[src/rtl/bva_pkg.sv]
// ----------------------------------------------------------------------------
// bva_pkg: shared types and constants of the view averaging block
// Holds sizes of the fixed-point datapath, the controller states, the
// command and status groups and the register index codes.
// ----------------------------------------------------------------------------
package bva_pkg;

  // Views accepted per output pixel and fraction bits of the positions.
  localparam int MaxViews = 256;
  localparam int FracBits = 8;

  // Field widths.
  localparam int PosW       = 21;
  localparam int QuadW      = 32;
  localparam int PixW       = 8;
  localparam int DimW       = 13;
  localparam int ViewCountW = 9;
  localparam int NumChan    = 3;

  // Datapath widths derived from the constants above.
  localparam int WgtW  = FracBits + 1;
  localparam int SampW = PixW + FracBits;
  localparam int FullW = PixW + 2 * FracBits;
  localparam int CntW  = $clog2(MaxViews + 1);
  localparam int SumW  = SampW + $clog2(MaxViews);
  localparam int DivW  = SumW + 1 - FracBits;
  localparam int StepW = $clog2(DivW);

  // Configuration port.
  localparam int ApbAddrW = 3;
  localparam int ApbDataW = 32;
  localparam logic [DimW-1:0] DimReset = DimW'(4096);

  typedef enum logic [0:0] {
    RegWidth  = 1'b0,
    RegHeight = 1'b1
  } reg_idx_e;

  typedef enum logic [2:0] {
    StIdle,
    StMul,
    StAcc,
    StLoad,
    StDiv,
    StEmit
  } state_e;

  // Commands from the controller to the datapath.
  typedef struct packed {
    logic capture;
    logic mul;
    logic acc;
    logic load;
    logic step;
    logic emit;
  } cmd_t;

  // Status from the datapath to the controller.
  typedef struct packed {
    logic last;
    logic out_free;
  } sts_t;

  typedef struct packed {
    logic signed [PosW-1:0] pos_x;
    logic signed [PosW-1:0] pos_y;
    logic [QuadW-1:0]       red_quad;
    logic [QuadW-1:0]       green_quad;
    logic [QuadW-1:0]       blue_quad;
    logic                   last_view;
  } item_t;

  typedef struct packed {
    logic [PixW-1:0]       out_red;
    logic [PixW-1:0]       out_green;
    logic [PixW-1:0]       out_blue;
    logic                  covered;
    logic [ViewCountW-1:0] view_count;
  } result_t;

endpackage

[src/rtl/bva_in_if.sv]
// ----------------------------------------------------------------------------
// bva_in_if: view input channel
// Valid/ready channel that carries one view's sample position and 2x2 pixels.
// ----------------------------------------------------------------------------
interface bva_in_if;
  logic                           valid;
  logic                           ready;
  logic signed [bva_pkg::PosW-1:0] pos_x;
  logic signed [bva_pkg::PosW-1:0] pos_y;
  logic [bva_pkg::QuadW-1:0]      red_quad;
  logic [bva_pkg::QuadW-1:0]      green_quad;
  logic [bva_pkg::QuadW-1:0]      blue_quad;
  logic                           last_view;

  modport source (
    output valid, pos_x, pos_y, red_quad, green_quad, blue_quad, last_view,
    input  ready
  );
  modport sink (
    input  valid, pos_x, pos_y, red_quad, green_quad, blue_quad, last_view,
    output ready
  );
endinterface

[src/rtl/bva_out_if.sv]
// ----------------------------------------------------------------------------
// bva_out_if: pixel result channel
// Valid/ready channel that carries one averaged output pixel.
// ----------------------------------------------------------------------------
interface bva_out_if;
  logic                                valid;
  logic                                ready;
  logic [bva_pkg::PixW-1:0]            out_red;
  logic [bva_pkg::PixW-1:0]            out_green;
  logic [bva_pkg::PixW-1:0]            out_blue;
  logic                                covered;
  logic [bva_pkg::ViewCountW-1:0]      view_count;

  modport source (
    output valid, out_red, out_green, out_blue, covered, view_count,
    input  ready
  );
  modport sink (
    input  valid, out_red, out_green, out_blue, covered, view_count,
    output ready
  );
endinterface

[src/rtl/bva_regs.sv]
// ----------------------------------------------------------------------------
// bva_regs: configuration registers
// APB-style register file holding the view image width and height.
// ----------------------------------------------------------------------------
module bva_regs (
  input  logic                          clk_i,
  input  logic                          rst_ni,
  input  logic                          psel,
  input  logic                          penable,
  input  logic                          pwrite,
  input  logic [bva_pkg::ApbAddrW-1:0]  paddr,
  input  logic [bva_pkg::ApbDataW-1:0]  pwdata,
  output logic [bva_pkg::ApbDataW-1:0]  prdata,
  output logic                          pready,
  output logic [bva_pkg::DimW-1:0]      width_o,
  output logic [bva_pkg::DimW-1:0]      height_o
);
  import bva_pkg::*;

  logic [DimW-1:0] width_q, width_d;
  logic [DimW-1:0] height_q, height_d;
  reg_idx_e        reg_idx;
  logic            wr_en;

  // Registers are word aligned; the low two address bits are ignored.
  assign reg_idx = reg_idx_e'(paddr[2]);
  assign wr_en   = psel && penable && pwrite;
  assign pready  = 1'b1;

  // Write decode.
  always_comb begin
    width_d  = width_q;
    height_d = height_q;
    if (wr_en) begin
      case (reg_idx)
        RegWidth:  width_d  = pwdata[DimW-1:0];
        RegHeight: height_d = pwdata[DimW-1:0];
        default: begin
          width_d  = width_q;
          height_d = height_q;
        end
      endcase
    end
  end

  always_ff @(posedge clk_i or negedge rst_ni) begin
    if (!rst_ni) begin
      width_q  <= DimReset;
      height_q <= DimReset;
    end else begin
      width_q  <= width_d;
      height_q <= height_d;
    end
  end

  // Read mux.
  always_comb begin
    case (reg_idx)
      RegWidth:  prdata = ApbDataW'(width_q);
      RegHeight: prdata = ApbDataW'(height_q);
      default:   prdata = '0;
    endcase
  end

  assign width_o  = width_q;
  assign height_o = height_q;

endmodule

[src/rtl/bva_ctrl.sv]
// ----------------------------------------------------------------------------
// bva_ctrl: sequencing controller
// Walks each view through capture, interpolation and accumulation, and on
// the last view runs the divider and hands the pixel to the output register.
// ----------------------------------------------------------------------------
module bva_ctrl (
  input  logic            clk_i,
  input  logic            rst_ni,
  input  logic            in_valid_i,
  output logic            in_ready_o,
  input  bva_pkg::sts_t   sts_i,
  output bva_pkg::cmd_t   cmd_o
);
  import bva_pkg::*;

  state_e           state_q, state_d;
  logic [StepW-1:0] step_q, step_d;
  logic             step_last;

  assign step_last = (step_q == StepW'(DivW - 1));

  // Next state and divider step counter.
  always_comb begin
    state_d = state_q;
    step_d  = step_q;
    case (state_q)
      StIdle: begin
        if (in_valid_i) state_d = StMul;
      end
      StMul: state_d = StAcc;
      StAcc: begin
        state_d = sts_i.last ? StLoad : StIdle;
      end
      StLoad: begin
        step_d  = '0;
        state_d = StDiv;
      end
      StDiv: begin
        step_d = step_q + StepW'(1);
        if (step_last) state_d = StEmit;
      end
      StEmit: begin
        if (sts_i.out_free) state_d = StIdle;
      end
      default: state_d = StIdle;
    endcase
  end

  // Commands to the datapath.
  always_comb begin
    in_ready_o    = 1'b0;
    cmd_o         = '0;
    case (state_q)
      StIdle: begin
        in_ready_o    = 1'b1;
        cmd_o.capture = in_valid_i;
      end
      StMul:  cmd_o.mul  = 1'b1;
      StAcc:  cmd_o.acc  = 1'b1;
      StLoad: cmd_o.load = 1'b1;
      StDiv:  cmd_o.step = 1'b1;
      StEmit: cmd_o.emit = sts_i.out_free;
      default: cmd_o = '0;
    endcase
  end

  always_ff @(posedge clk_i or negedge rst_ni) begin
    if (!rst_ni) begin
      state_q <= StIdle;
      step_q  <= '0;
    end else begin
      state_q <= state_d;
      step_q  <= step_d;
    end
  end

endmodule

[src/rtl/bva_dpath.sv]
// ----------------------------------------------------------------------------
// bva_dpath: interpolation, accumulation and averaging datapath
// Bilinear weights in two multiply steps, per-channel running sums, three
// restoring dividers that retire one quotient bit a cycle, and the result
// output register.
// ----------------------------------------------------------------------------
module bva_dpath (
  input  logic                     clk_i,
  input  logic                     rst_ni,
  input  bva_pkg::item_t           item_i,
  input  logic [bva_pkg::DimW-1:0] width_i,
  input  logic [bva_pkg::DimW-1:0] height_i,
  input  bva_pkg::cmd_t            cmd_i,
  output bva_pkg::sts_t            sts_o,
  output logic                     out_valid_o,
  input  logic                     out_ready_i,
  output bva_pkg::result_t         out_data_o
);
  import bva_pkg::*;

  localparam int LimW = DimW + FracBits;

  // Captured view.
  logic signed [PosW-1:0] pos_x_q, pos_y_q;
  logic [QuadW-1:0]       quad_q [NumChan];
  logic                   last_q;

  // First multiply step results.
  logic [SampW-1:0] top_q [NumChan];
  logic [SampW-1:0] bot_q [NumChan];
  logic [WgtW-1:0]  wy0_q, wy1_q;
  logic             take_q;

  // Pixel state.
  logic [SumW-1:0] sum_q [NumChan];
  logic [CntW-1:0] inside_q;
  logic [CntW-1:0] seen_q;

  // Dividers.
  logic [DivW-1:0] quo_q [NumChan];
  logic [CntW-1:0] rem_q [NumChan];

  // Output register.
  logic    out_valid_q;
  result_t out_q;

  // Bounds test: 0 <= pos < (size - 1) in fixed point, size of at least two.
  logic [LimW-1:0] lim_x, lim_y;
  logic            in_x, in_y, view_in;

  assign lim_x   = {width_i - DimW'(1), FracBits'(0)};
  assign lim_y   = {height_i - DimW'(1), FracBits'(0)};
  assign in_x    = !pos_x_q[PosW-1] && (width_i >= DimW'(2))
                   && (LimW'(pos_x_q[PosW-2:0]) < lim_x);
  assign in_y    = !pos_y_q[PosW-1] && (height_i >= DimW'(2))
                   && (LimW'(pos_y_q[PosW-2:0]) < lim_y);
  assign view_in = in_x && in_y;

  // Horizontal weights.
  logic [WgtW-1:0] wx0, wx1;
  assign wx1 = {1'b0, pos_x_q[FracBits-1:0]};
  assign wx0 = WgtW'(1 << FracBits) - wx1;

  // First multiply step: blend along x for the top and bottom rows.
  logic [SampW:0] top_w [NumChan];
  logic [SampW:0] bot_w [NumChan];
  always_comb begin
    for (int c = 0; c < NumChan; c++) begin
      top_w[c] = (SampW+1)'(quad_q[c][7:0]) * (SampW+1)'(wx0)
               + (SampW+1)'(quad_q[c][15:8]) * (SampW+1)'(wx1);
      bot_w[c] = (SampW+1)'(quad_q[c][23:16]) * (SampW+1)'(wx0)
               + (SampW+1)'(quad_q[c][31:24]) * (SampW+1)'(wx1);
    end
  end

  // Second multiply step: blend along y and round to FracBits fraction bits.
  logic [FullW:0]   full_w [NumChan];
  logic [SampW-1:0] samp_w [NumChan];
  always_comb begin
    for (int c = 0; c < NumChan; c++) begin
      full_w[c] = (FullW+1)'(top_q[c]) * (FullW+1)'(wy0_q)
                + (FullW+1)'(bot_q[c]) * (FullW+1)'(wy1_q)
                + (FullW+1)'(1 << (FracBits - 1));
      samp_w[c] = full_w[c][FracBits +: SampW];
    end
  end

  // Divider operands: floor((sum + count*S/2) / S) divided by the count.
  logic [SumW:0]   rnd_w [NumChan];
  logic [CntW:0]   trial_w [NumChan];
  logic            fits_w [NumChan];
  always_comb begin
    for (int c = 0; c < NumChan; c++) begin
      rnd_w[c]   = (SumW+1)'(sum_q[c]) + ((SumW+1)'(inside_q) << (FracBits - 1));
      trial_w[c] = {rem_q[c], quo_q[c][DivW-1]};
      fits_w[c]  = (trial_w[c] >= {1'b0, inside_q});
    end
  end

  // Clamped averages.
  logic [PixW-1:0] avg_w [NumChan];
  always_comb begin
    for (int c = 0; c < NumChan; c++) begin
      avg_w[c] = (quo_q[c][DivW-1:PixW] != '0) ? '1 : quo_q[c][PixW-1:0];
    end
  end

  // Payload registers: capture, multiply stage, divider and output data.
  always_ff @(posedge clk_i) begin
    if (cmd_i.capture) begin
      pos_x_q   <= item_i.pos_x;
      pos_y_q   <= item_i.pos_y;
      quad_q[0] <= item_i.red_quad;
      quad_q[1] <= item_i.green_quad;
      quad_q[2] <= item_i.blue_quad;
    end
    if (cmd_i.mul) begin
      wy1_q <= {1'b0, pos_y_q[FracBits-1:0]};
      wy0_q <= WgtW'(1 << FracBits) - {1'b0, pos_y_q[FracBits-1:0]};
      for (int c = 0; c < NumChan; c++) begin
        top_q[c] <= top_w[c][SampW-1:0];
        bot_q[c] <= bot_w[c][SampW-1:0];
      end
    end
    for (int c = 0; c < NumChan; c++) begin
      if (cmd_i.load) begin
        quo_q[c] <= rnd_w[c][SumW:FracBits];
        rem_q[c] <= '0;
      end else if (cmd_i.step) begin
        quo_q[c] <= {quo_q[c][DivW-2:0], fits_w[c]};
        rem_q[c] <= fits_w[c] ? CntW'(trial_w[c] - {1'b0, inside_q})
                              : trial_w[c][CntW-1:0];
      end
    end
    if (cmd_i.emit) begin
      if (inside_q == '0) begin
        out_q <= '0;
      end else begin
        out_q.out_red    <= avg_w[0];
        out_q.out_green  <= avg_w[1];
        out_q.out_blue   <= avg_w[2];
        out_q.covered    <= 1'b1;
        out_q.view_count <= ViewCountW'(inside_q);
      end
    end
  end

  // Control state: last mark, accumulate gate, sums, counts, output valid.
  always_ff @(posedge clk_i or negedge rst_ni) begin
    if (!rst_ni) begin
      last_q      <= 1'b0;
      take_q      <= 1'b0;
      inside_q    <= '0;
      seen_q      <= '0;
      out_valid_q <= 1'b0;
      for (int c = 0; c < NumChan; c++) sum_q[c] <= '0;
    end else begin
      if (cmd_i.capture) last_q <= item_i.last_view;
      if (cmd_i.mul) begin
        take_q <= view_in && (seen_q < CntW'(MaxViews));
        if (seen_q < CntW'(MaxViews)) seen_q <= seen_q + CntW'(1);
      end
      if (cmd_i.acc && take_q) begin
        inside_q <= inside_q + CntW'(1);
        for (int c = 0; c < NumChan; c++) sum_q[c] <= sum_q[c] + SumW'(samp_w[c]);
      end
      if (out_valid_q && out_ready_i) out_valid_q <= 1'b0;
      if (cmd_i.emit) begin
        out_valid_q <= 1'b1;
        inside_q    <= '0;
        seen_q      <= '0;
        for (int c = 0; c < NumChan; c++) sum_q[c] <= '0;
      end
    end
  end

  assign sts_o.last     = last_q;
  assign sts_o.out_free = !out_valid_q || out_ready_i;
  assign out_valid_o    = out_valid_q;
  assign out_data_o     = out_q;

endmodule

[src/rtl/bilinear_view_average.sv]
// ----------------------------------------------------------------------------
// bilinear_view_average: refocused pixel from a stream of view samples
// Interpolates each in-bounds view bilinearly, sums per channel and emits
// the rounded, clamped average on the view marked last.
// ----------------------------------------------------------------------------
//
//   Channel   Direction  Transfer carries
//   in_ch     sink       pos_x, pos_y, red/green/blue_quad, last_view
//   out_ch    source     out_red, out_green, out_blue, covered, view_count
//   APB       slave      image_width at 0x0, image_height at 0x4
//
// A view passes through capture, x blend, then y blend and accumulate.
// A last view adds a load step, the bit-serial division of all DivW (17)
// quotient bits and the move of the result into the output register.
// The output register frees the input side; a second pixel waits at the
// end of its division only while the previous result is not yet taken.
// Reset clears the sums, the counts and the output valid at once.
//
module bilinear_view_average (
  input  logic                          clk_i,
  input  logic                          rst_ni,
  bva_in_if.sink                        in_ch,
  bva_out_if.source                     out_ch,
  input  logic                          psel,
  input  logic                          penable,
  input  logic                          pwrite,
  input  logic [bva_pkg::ApbAddrW-1:0]  paddr,
  input  logic [bva_pkg::ApbDataW-1:0]  pwdata,
  output logic [bva_pkg::ApbDataW-1:0]  prdata,
  output logic                          pready
);
  import bva_pkg::*;

  logic [DimW-1:0] width, height;
  item_t           in_item;
  result_t         out_item;
  cmd_t            cmd;
  sts_t            sts;
  logic            out_valid;

  // Configuration registers.
  bva_regs u_regs (
    .clk_i    (clk_i),
    .rst_ni   (rst_ni),
    .psel     (psel),
    .penable  (penable),
    .pwrite   (pwrite),
    .paddr    (paddr),
    .pwdata   (pwdata),
    .prdata   (prdata),
    .pready   (pready),
    .width_o  (width),
    .height_o (height)
  );

  // Gather the input payload.
  assign in_item.pos_x      = in_ch.pos_x;
  assign in_item.pos_y      = in_ch.pos_y;
  assign in_item.red_quad   = in_ch.red_quad;
  assign in_item.green_quad = in_ch.green_quad;
  assign in_item.blue_quad  = in_ch.blue_quad;
  assign in_item.last_view  = in_ch.last_view;

  // Sequencing.
  bva_ctrl u_ctrl (
    .clk_i      (clk_i),
    .rst_ni     (rst_ni),
    .in_valid_i (in_ch.valid),
    .in_ready_o (in_ch.ready),
    .sts_i      (sts),
    .cmd_o      (cmd)
  );

  // Arithmetic and output register.
  bva_dpath u_dpath (
    .clk_i       (clk_i),
    .rst_ni      (rst_ni),
    .item_i      (in_item),
    .width_i     (width),
    .height_i    (height),
    .cmd_i       (cmd),
    .sts_o       (sts),
    .out_valid_o (out_valid),
    .out_ready_i (out_ch.ready),
    .out_data_o  (out_item)
  );

  // Drive the result channel.
  assign out_ch.valid      = out_valid;
  assign out_ch.out_red    = out_item.out_red;
  assign out_ch.out_green  = out_item.out_green;
  assign out_ch.out_blue   = out_item.out_blue;
  assign out_ch.covered    = out_item.covered;
  assign out_ch.view_count = out_item.view_count;

endmodule

[src/flat_wrapper.sv]
// flat-port wrapper written by rule: the top's interface ports become plain ports
module bilinear_view_average_flat import bva_pkg::*;
  (clk_i, rst_ni, psel, penable, pwrite, paddr, pwdata, prdata, pready, in_ch_valid, in_ch_pos_x, in_ch_pos_y, in_ch_red_quad, in_ch_green_quad, in_ch_blue_quad, in_ch_last_view, in_ch_ready, out_ch_valid, out_ch_out_red, out_ch_out_green, out_ch_out_blue, out_ch_covered, out_ch_view_count, out_ch_ready);
  bva_in_if in_ch_i ();
  bva_out_if out_ch_i ();
  input  logic clk_i;
  input  logic rst_ni;
  input  logic psel;
  input  logic penable;
  input  logic pwrite;
  input  logic [bva_pkg::ApbAddrW-1:0] paddr;
  input  logic [bva_pkg::ApbDataW-1:0] pwdata;
  output logic [bva_pkg::ApbDataW-1:0] prdata;
  output logic pready;
  input wire logic [$bits(in_ch_i.valid)-1:0] in_ch_valid;
  input wire logic [$bits(in_ch_i.pos_x)-1:0] in_ch_pos_x;
  input wire logic [$bits(in_ch_i.pos_y)-1:0] in_ch_pos_y;
  input wire logic [$bits(in_ch_i.red_quad)-1:0] in_ch_red_quad;
  input wire logic [$bits(in_ch_i.green_quad)-1:0] in_ch_green_quad;
  input wire logic [$bits(in_ch_i.blue_quad)-1:0] in_ch_blue_quad;
  input wire logic [$bits(in_ch_i.last_view)-1:0] in_ch_last_view;
  output wire logic [$bits(in_ch_i.ready)-1:0] in_ch_ready;
  output wire logic [$bits(out_ch_i.valid)-1:0] out_ch_valid;
  output wire logic [$bits(out_ch_i.out_red)-1:0] out_ch_out_red;
  output wire logic [$bits(out_ch_i.out_green)-1:0] out_ch_out_green;
  output wire logic [$bits(out_ch_i.out_blue)-1:0] out_ch_out_blue;
  output wire logic [$bits(out_ch_i.covered)-1:0] out_ch_covered;
  output wire logic [$bits(out_ch_i.view_count)-1:0] out_ch_view_count;
  input wire logic [$bits(out_ch_i.ready)-1:0] out_ch_ready;
  assign in_ch_i.valid = in_ch_valid;
  assign in_ch_i.pos_x = in_ch_pos_x;
  assign in_ch_i.pos_y = in_ch_pos_y;
  assign in_ch_i.red_quad = in_ch_red_quad;
  assign in_ch_i.green_quad = in_ch_green_quad;
  assign in_ch_i.blue_quad = in_ch_blue_quad;
  assign in_ch_i.last_view = in_ch_last_view;
  assign in_ch_ready = in_ch_i.ready;
  assign out_ch_valid = out_ch_i.valid;
  assign out_ch_out_red = out_ch_i.out_red;
  assign out_ch_out_green = out_ch_i.out_green;
  assign out_ch_out_blue = out_ch_i.out_blue;
  assign out_ch_covered = out_ch_i.covered;
  assign out_ch_view_count = out_ch_i.view_count;
  assign out_ch_i.ready = out_ch_ready;
  bilinear_view_average u_core (.clk_i(clk_i), .rst_ni(rst_ni), .in_ch(in_ch_i), .out_ch(out_ch_i), .psel(psel), .penable(penable), .pwrite(pwrite), .paddr(paddr), .pwdata(pwdata), .prdata(prdata), .pready(pready));
endmodule
[config.mk]
export PLATFORM = sky130hd
export DESIGN_NAME = bilinear_view_average_flat
export DESIGN_NICKNAME = d
export VERILOG_FILES = /design/src/rtl/bva_pkg.sv /design/src/rtl/bva_in_if.sv /design/src/rtl/bva_out_if.sv /design/src/rtl/bva_regs.sv /design/src/rtl/bva_ctrl.sv /design/src/rtl/bva_dpath.sv /design/src/rtl/bilinear_view_average.sv /design/src/flat_wrapper.sv
export SDC_FILE = /design/constraint.sdc
export NUM_CORES = 2
export LEC_CHECK = 0
export BUFFER_PORTS_ARGS = -buffer_cell sky130_fd_sc_hd__buf_2
export CAP_MARGIN = 20
export CORE_ASPECT_RATIO = 1.1
export CORE_MARGIN = 5
export CORE_UTILIZATION = 50
export CTS_BUF_LIST = sky130_fd_sc_hd__clkbuf_4 sky130_fd_sc_hd__clkbuf_8 sky130_fd_sc_hd__clkbuf_16
export CTS_CLUSTER_DIAMETER = 40
export DETAILED_ROUTE_END_ITERATION = 8
export MAX_ROUTING_LAYER = met4
export PLACE_DENSITY = 0.66
export SYNTH_ARGS = -nofsm -noshare
export SYNTH_HDL_FRONTEND = slang
export SYNTH_SLANG_ARGS = --single-unit
[constraint.sdc]
create_clock -name clk_i -period 13.9 [get_ports clk_i]
set_input_delay 2.78 -clock clk_i [delete_from_list [all_inputs] [get_ports clk_i]]
set_output_delay 2.78 -clock clk_i [all_outputs]
set_load 0.03 [all_outputs]
# Word level (Yosys, flattened, before mapping)

Memories as Yosys holds them, arrays and structs flattened.
Cells that the tools add are included.

Register bits: 220
Latch bits: 0
Memory bits (writable): 270
Bits in read-only memories: 0
Input port bits: 181
Output and inout port bits: 69
Memories: 5

Add/subtract/negate cells: 28
Multipliers: 18
Divide/modulo/power cells: 0
Order comparisons: 8
Equality and inequality tests: 9
Shift-type cells: 0
Mux-type cells: 45
Bitwise logic cells: 7
Reduce and logical (&&, ||, !) cells: 28

Memories:

| memory                | words | width | rd ports | clocked after Yosys merged registers in | wr ports | line            | RTL |
|---|---|---|---|---|---|---|---|
| u_core.u_dpath.quad_q | 3     | 32    | 3        | 0                                       | 3        | bva_dpath.sv:25 | `logic [QuadW-1:0] quad_q [NumChan];` |
| u_core.u_dpath.quo_q  | 3     | 17    | 3        | 0                                       | 3        | bva_dpath.sv:40 | `logic [DivW-1:0] quo_q [NumChan];` |
| u_core.u_dpath.bot_q  | 3     | 16    | 3        | 0                                       | 3        | bva_dpath.sv:30 | `logic [SampW-1:0] bot_q [NumChan];` |
| u_core.u_dpath.top_q  | 3     | 16    | 3        | 0                                       | 3        | bva_dpath.sv:29 | `logic [SampW-1:0] top_q [NumChan];` |
| u_core.u_dpath.rem_q  | 3     | 9     | 3        | 0                                       | 3        | bva_dpath.sv:41 | `logic [CntW-1:0] rem_q [NumChan];` |

Operators by type and width:

| operator                | number |
|---|---|
| $mux W72                | 2 |
| $mux W9                 | 11 |
| $add A16 B16 Y16        | 6 |
| $mul A8 B8 Y16          | 6 |
| $mul A8 B9 Y16          | 6 |
| $add A24 B16 Y25        | 3 |
| $add A24 B16 Y24        | 3 |
| $add A24 B24 Y24        | 3 |
| $add A24 B8 Y24 const B | 3 |
| $mul A16 B8 Y24         | 3 |
| $mul A16 B9 Y24         | 3 |
| $pmux W32 S2            | 1 |
| $mux W17                | 3 |
| $lt A20 B21 Y1          | 2 |
| $ge A10 B9 Y1           | 3 |
| $reduce_bool A9 Y1      | 3 |
| $sub A9 B9 Y9           | 3 |
| $ge A13 B2 Y1 const B   | 2 |
| $sub A13 B1 Y13 const B | 2 |
| $mux W8                 | 3 |
| $add A9 B1 Y9 const B   | 2 |
| $mux W1                 | 18 |
| $pmux W3 S6             | 1 |
| $sub A9 B8 Y9 const A   | 2 |
| 21 further kinds        | 49 |

# Logic depth before layout (Yosys ltp)

An unclocked memory read counts as a cell.

Depth after elaboration: 7
Mapped depth: 34
Gate-level depth less buffers: 32

# Cells and area by module

From an unflattened synthesis, not the netlist that was laid out.

Cell total of the unflattened synthesis: 7907
Area total of the unflattened synthesis: 76342.0 µm²

By module, submodules not included:

| module    | instances | cells an instance | area each (µm²) | seq. area each (µm²) |
|---|---|---|---|---|
| bva_dpath | 1         | 7767              | 74515.2         | 13197.7 |
| bva_regs  | 1         | 92                | 1347.5          | 653.1 |
| bva_ctrl  | 1         | 48                | 479.2           | 200.2 |

# Worst setup path before layout

OpenSTA, ideal clock, no wires.

Path kind: flip-flop to flip-flop
From: reg u_core.u_dpath.wy0_q[8]
To: reg u_core.u_dpath.sum_q[46] in the netlist's numbering
Data arrival time: 7.699 ns
Data required time: 13.822 ns
Setup slack: 6.123 ns
Cell stages (with the launch flop): 30
Path buffers: 3
Path through: edfxtp_1 clkbuf_1 clkbuf_1 nand2_1 fa_1 inv_1 fa_1 fa_1 fa_1 fa_1 inv_1 fa_1 inv_1 ha_1 nand3_1 nor4b_1 nor2_1 a211o_1 o21ai_0 o21a_1 nor2_1 xnor2_1 ha_1 and2_1 a311o_2 a21oi_2 or4_1 buf_2 or4_1 a21oi_1

Word-level cells in the longest chain between the ends: 6

RTL lines:

| what                   | line             | RTL |
|---|---|---|
| start, declared        | bva_dpath.sv:31  | `logic [WgtW-1:0] wy0_q, wy1_q;` |
| start signal, assigned | bva_dpath.sv:119 | `wy0_q <= WgtW'(1 << FracBits) - {1'b0, pos_y_q[FracBits-1:0]};` |
| $mul A16 B9 Y24        | bva_dpath.sv:81  | `full_w[c] = (FullW+1)'(top_q[c]) * (FullW+1)'(wy0_q)` |
| $add A24 B24 Y24       | bva_dpath.sv:82  | `+ (FullW+1)'(bot_q[c]) * (FullW+1)'(wy1_q)` |
| $add A24 B8 Y24        | bva_dpath.sv:83  | `+ (FullW+1)'(1 << (FracBits - 1));` |
| $add A24 B16 Y24       | bva_dpath.sv:165 | `for (int c = 0; c < NumChan; c++) sum_q[c] <= sum_q[c] + SumW'(samp_w[c]);` |
| $mux W72               | bva_dpath.sv:163 | `if (cmd_i.acc && take_q) begin` |
| $mux W72               | bva_dpath.sv:168 | `if (cmd_i.emit) begin` |
| end, declared          | bva_dpath.sv:35  | `logic [SumW-1:0] sum_q [NumChan];` |

Every way passes these cells. The select of a mux whose other input is x is not followed.
A chain may end at the register's enable or synchronous reset.

# Final worst setup path

From: reg u_core.u_dpath.wy1_q[2]
To: reg u_core.u_dpath.sum_q[46] in the netlist's numbering

Word-level cells in the longest chain between the ends: 6

RTL lines:

| what                   | line             | RTL |
|---|---|---|
| start, declared        | bva_dpath.sv:31  |  |
| start signal, assigned | bva_dpath.sv:118 | `wy1_q <= {1'b0, pos_y_q[FracBits-1:0]};` |
| $mul A16 B8 Y24        | bva_dpath.sv:82  |  |
| $add A24 B24 Y24       | bva_dpath.sv:82  |  |
| $add A24 B8 Y24        | bva_dpath.sv:83  |  |
| $add A24 B16 Y24       | bva_dpath.sv:165 |  |
| $mux W72               | bva_dpath.sv:163 |  |
| $mux W72               | bva_dpath.sv:168 |  |

Every way passes these cells. The select of a mux whose other input is x is not followed.

==> run metrics <==
status finished clean; Area contributors post-synth fa_1 (34%), edfxtp_1 (14%), ha_1 (13%); WL met2 84.7 mm; area fraction of the dominant cell type after synthesis 0.338; setup TNS 0 ps; CORE AREA 150000 sq um; Crit path arrival time 9940 ps; Routed WL per cell 17.5 microns; Top Metal Used met4; Routability Congestion 0.880; die area 159000 sq um; crit path launch u_core.u_dpath.wy1_q[2]$_DFFE_PP_; H-tree depth 3; CTS Buf Count a little under 100; width of the chip approximately 380 microns; setup bufs post-CTS 0; Ys Warns 0; max incr delay on CP 1030 ps; Setup WS post-layout 4560 ps; final wirelength between 150 and 200 mm; Placed Cells incl. Taps 9741; Max Slew Vio Count 0; largest net degree at the start of global routing 81; initial antenna violation count 1; initial DRC count 2662; Synth cell types 72; Reg2Reg Setup Slack 4560 ps; crit start category flip-flop; count leader, synth inv_1; Post-synth ARST share 0.260; all-layer global routing usage 0.233; Fill cells ~13k; via count 51.9k; number of cells on the worst reg-to-reg path 28; Layout Cells excl Fill 9925; Post-Syn Instances 7792; Mapped Area roughly 76000 sq um; list of most frequent post-synthesis cells inv_1 (1642), fa_1 (1275), nand2_1 (933), and2_1 (886), ha_1 (776); die height 418 microns; Max Cap Viol 0; Setup CP Type reg -> reg; PostCTS Resize Cnt 0; hpwl dp 135 mm; Root Driver clkbuf_16; Clock Latency Late Sink about 750 ps; starting density of the core 0.503; antenna-violating nets left 0; Fmax achieved 107 MHz; drt via density 5.23; IO Pins 250; CP Max Fanout 35; nets 10.1k; reg2reg start u_core.u_dpath.wy1_q[2]$_DFFE_PP_; CTS hold repair buffers 0; Synth area leader fa_1; CP Capture Type flip-flop; PortBufs between 200 and 250; worst slack, placed 4750 ps; critical path required time 14500 ps; min Tclk post-route 9340 ps; Yosys reg bits 489; worst hold path type reg -> reg; met1 WL 74.7 mm; layout cells sized above 1 0.0668; Layout Skew 69.0 ps; Max Root-Sink Buffers 3; TritonCTS clock tree done; Rows 149; most used cell, CP fa_1; Pre-antenna DRT Iters 5; clk sinks 489; number of enable flip-flop cells after synthesis around 360; global-route wire length before repair 292 mm; RSZ-0062 raised after global routing no; Seq/Total Area, Yosys 0.186; Tcrit/Tclk final 0.672; Antenna diodes 0; Area Growth Syn to Fin 8.46%; Avg Inst Size Synth 9.69 sq um; vias in the first global route 56.8k; prevailing post-synth register cell edfxtp_1; setup violators final 0; global route total overflow 0; reg-to-reg endpoint u_core.u_dpath.sum_q[46]$_DFFE_PN0P_; Fin. Hold Viols 0; Tightest Pin Transition about 1100 ps; worst rel slew slack 0.299; Worst path slowest cell edfxtp_1; register clock-pin slew on the reported worst setup and hold paths 60 ps; Critical Path End u_core.u_dpath.sum_q[46]$_DFFE_PN0P_; Residual DRC 0; WL met3 roughly 8.8 mm
[critical path: cells and delay by family (launching register included)]
kind	cells	cell delay, ps
DFF	1	1030
adders and majority gates	8	3260
xor gates and xnor gates	1	560
AOI/OAI and AO/OA	6	990
buffers and inverters	4	760
and+or+nand+nor	9	2550
[area by class of cell]
cell class | count | area [sq um] | share of cell area
Clock inverter | 79 | 960 | 0.0117
Clock buffer | 105 | 2520 | 0.0307
Sequential cell | 489 | 14100 | 0.172
Multi-Input combinational cell | 5379 | 54300 | 0.663
Inverter | 1643 | 6170 | 0.0753
Timing Repair Buffer | 267 | 1490 | 0.0182
Tap cell | 1963 | 2460 | 0.0300
[cells in the final DEF (no fill, tap or decap), types with 59 or more instances in the layout]
cell type / n
a21o_1: 63
a21oi_1: 146
and2_1: 884
buf_2: 207
buf_4: 59
clkbuf_16: 98
dfrtp_1: 125
edfxtp_1: 362
fa_1: 1275
ha_1: 775
inv_1: 1641
nand2_1: 932
nand3_1: 76
nor2_1: 208
nor3_1: 62
o21a_1: 59
o21ai_0: 169
xnor2_1: 197
xor2_1: 118
[cell families (layout without fill, tap and decap cells)]
| family | count (synthesis) | in the layout | share of synthesized area |
|---|---|---|---|
| xor gates and xnor gates | 321 | 321 | 0.0372 |
| and+or+nand+nor | 2338 | 2338 | 0.154 |
| AOI/OAI and AO/OA | 592 | 592 | 0.0498 |
| muxes | 57 | 57 | 0.00820 |
| adders and majority gates | 2051 | 2051 | 0.467 |
| buffers and inverters | 1942 | 2094 | 0.0976 |
| DFF | 489 | 489 | 0.186 |
| other | 2 | 20 | 0.0000994 |
[worst min-delay path by stage]
stage | startpoint | endpoint | cells after the start
after floorplan | u_core.u_dpath.sum_q[5]$_DFFE_PN0P_ | u_core.u_dpath.sum_q[5]$_DFFE_PN0P_ | 2
after global placement | u_core.u_dpath.sum_q[5]$_DFFE_PN0P_ | u_core.u_dpath.sum_q[5]$_DFFE_PN0P_ | 2
after detailed placement | u_core.u_dpath.seen_q[8]$_DFFE_PN0P_ | u_core.u_dpath.seen_q[8]$_DFFE_PN0P_ | 2
after CTS | u_core.u_dpath.seen_q[8]$_DFFE_PN0P_ | u_core.u_dpath.seen_q[8]$_DFFE_PN0P_ | 2
after global routing | u_core.u_dpath.sum_q[6]$_DFFE_PN0P_ | u_core.u_dpath.sum_q[6]$_DFFE_PN0P_ | 1
final | u_core.u_dpath.seen_q[8]$_DFFE_PN0P_ | u_core.u_dpath.seen_q[8]$_DFFE_PN0P_ | 2
[flip-flops by register name, summed over array words and instances, names as in the netlist, 21 cells and up]
signal and cells:
u_core.u_dpath.quo_q 51, u_core.u_dpath.top_q 48, u_core.u_dpath.quad_q 96, u_core.u_dpath.pos_y_q 21, u_core.u_dpath.pos_x_q 21, u_core.u_dpath.out_data_o 34, u_core.u_dpath.sum_q 72, u_core.u_dpath.rem_q 27
u_core.u_dpath.bot_q 48
[per-stage QoR]
step           area [sq um]  hold WS (ps)   util
3_5_place_dp          78400           495  0.523
4_1_cts               81900           506  0.546
2_1_floorplan         75600           456      -
6_report              81900           498  0.546
3_3_place_gp          78400           475  0.523
5_1_grt               81900           534  0.546
[per-layer routing]
layer  vias to the layer above  global-route usage
met3                       288              0.0283
met1                     26300               0.296
met2                      1270               0.397
met4                         0              0.0687
met5                         -                   -
li1                      24000                   -
Power is left out: the tool's default activity adds up to more than one toggle a clock period on the data nets, which glitch-free logic cannot reach.
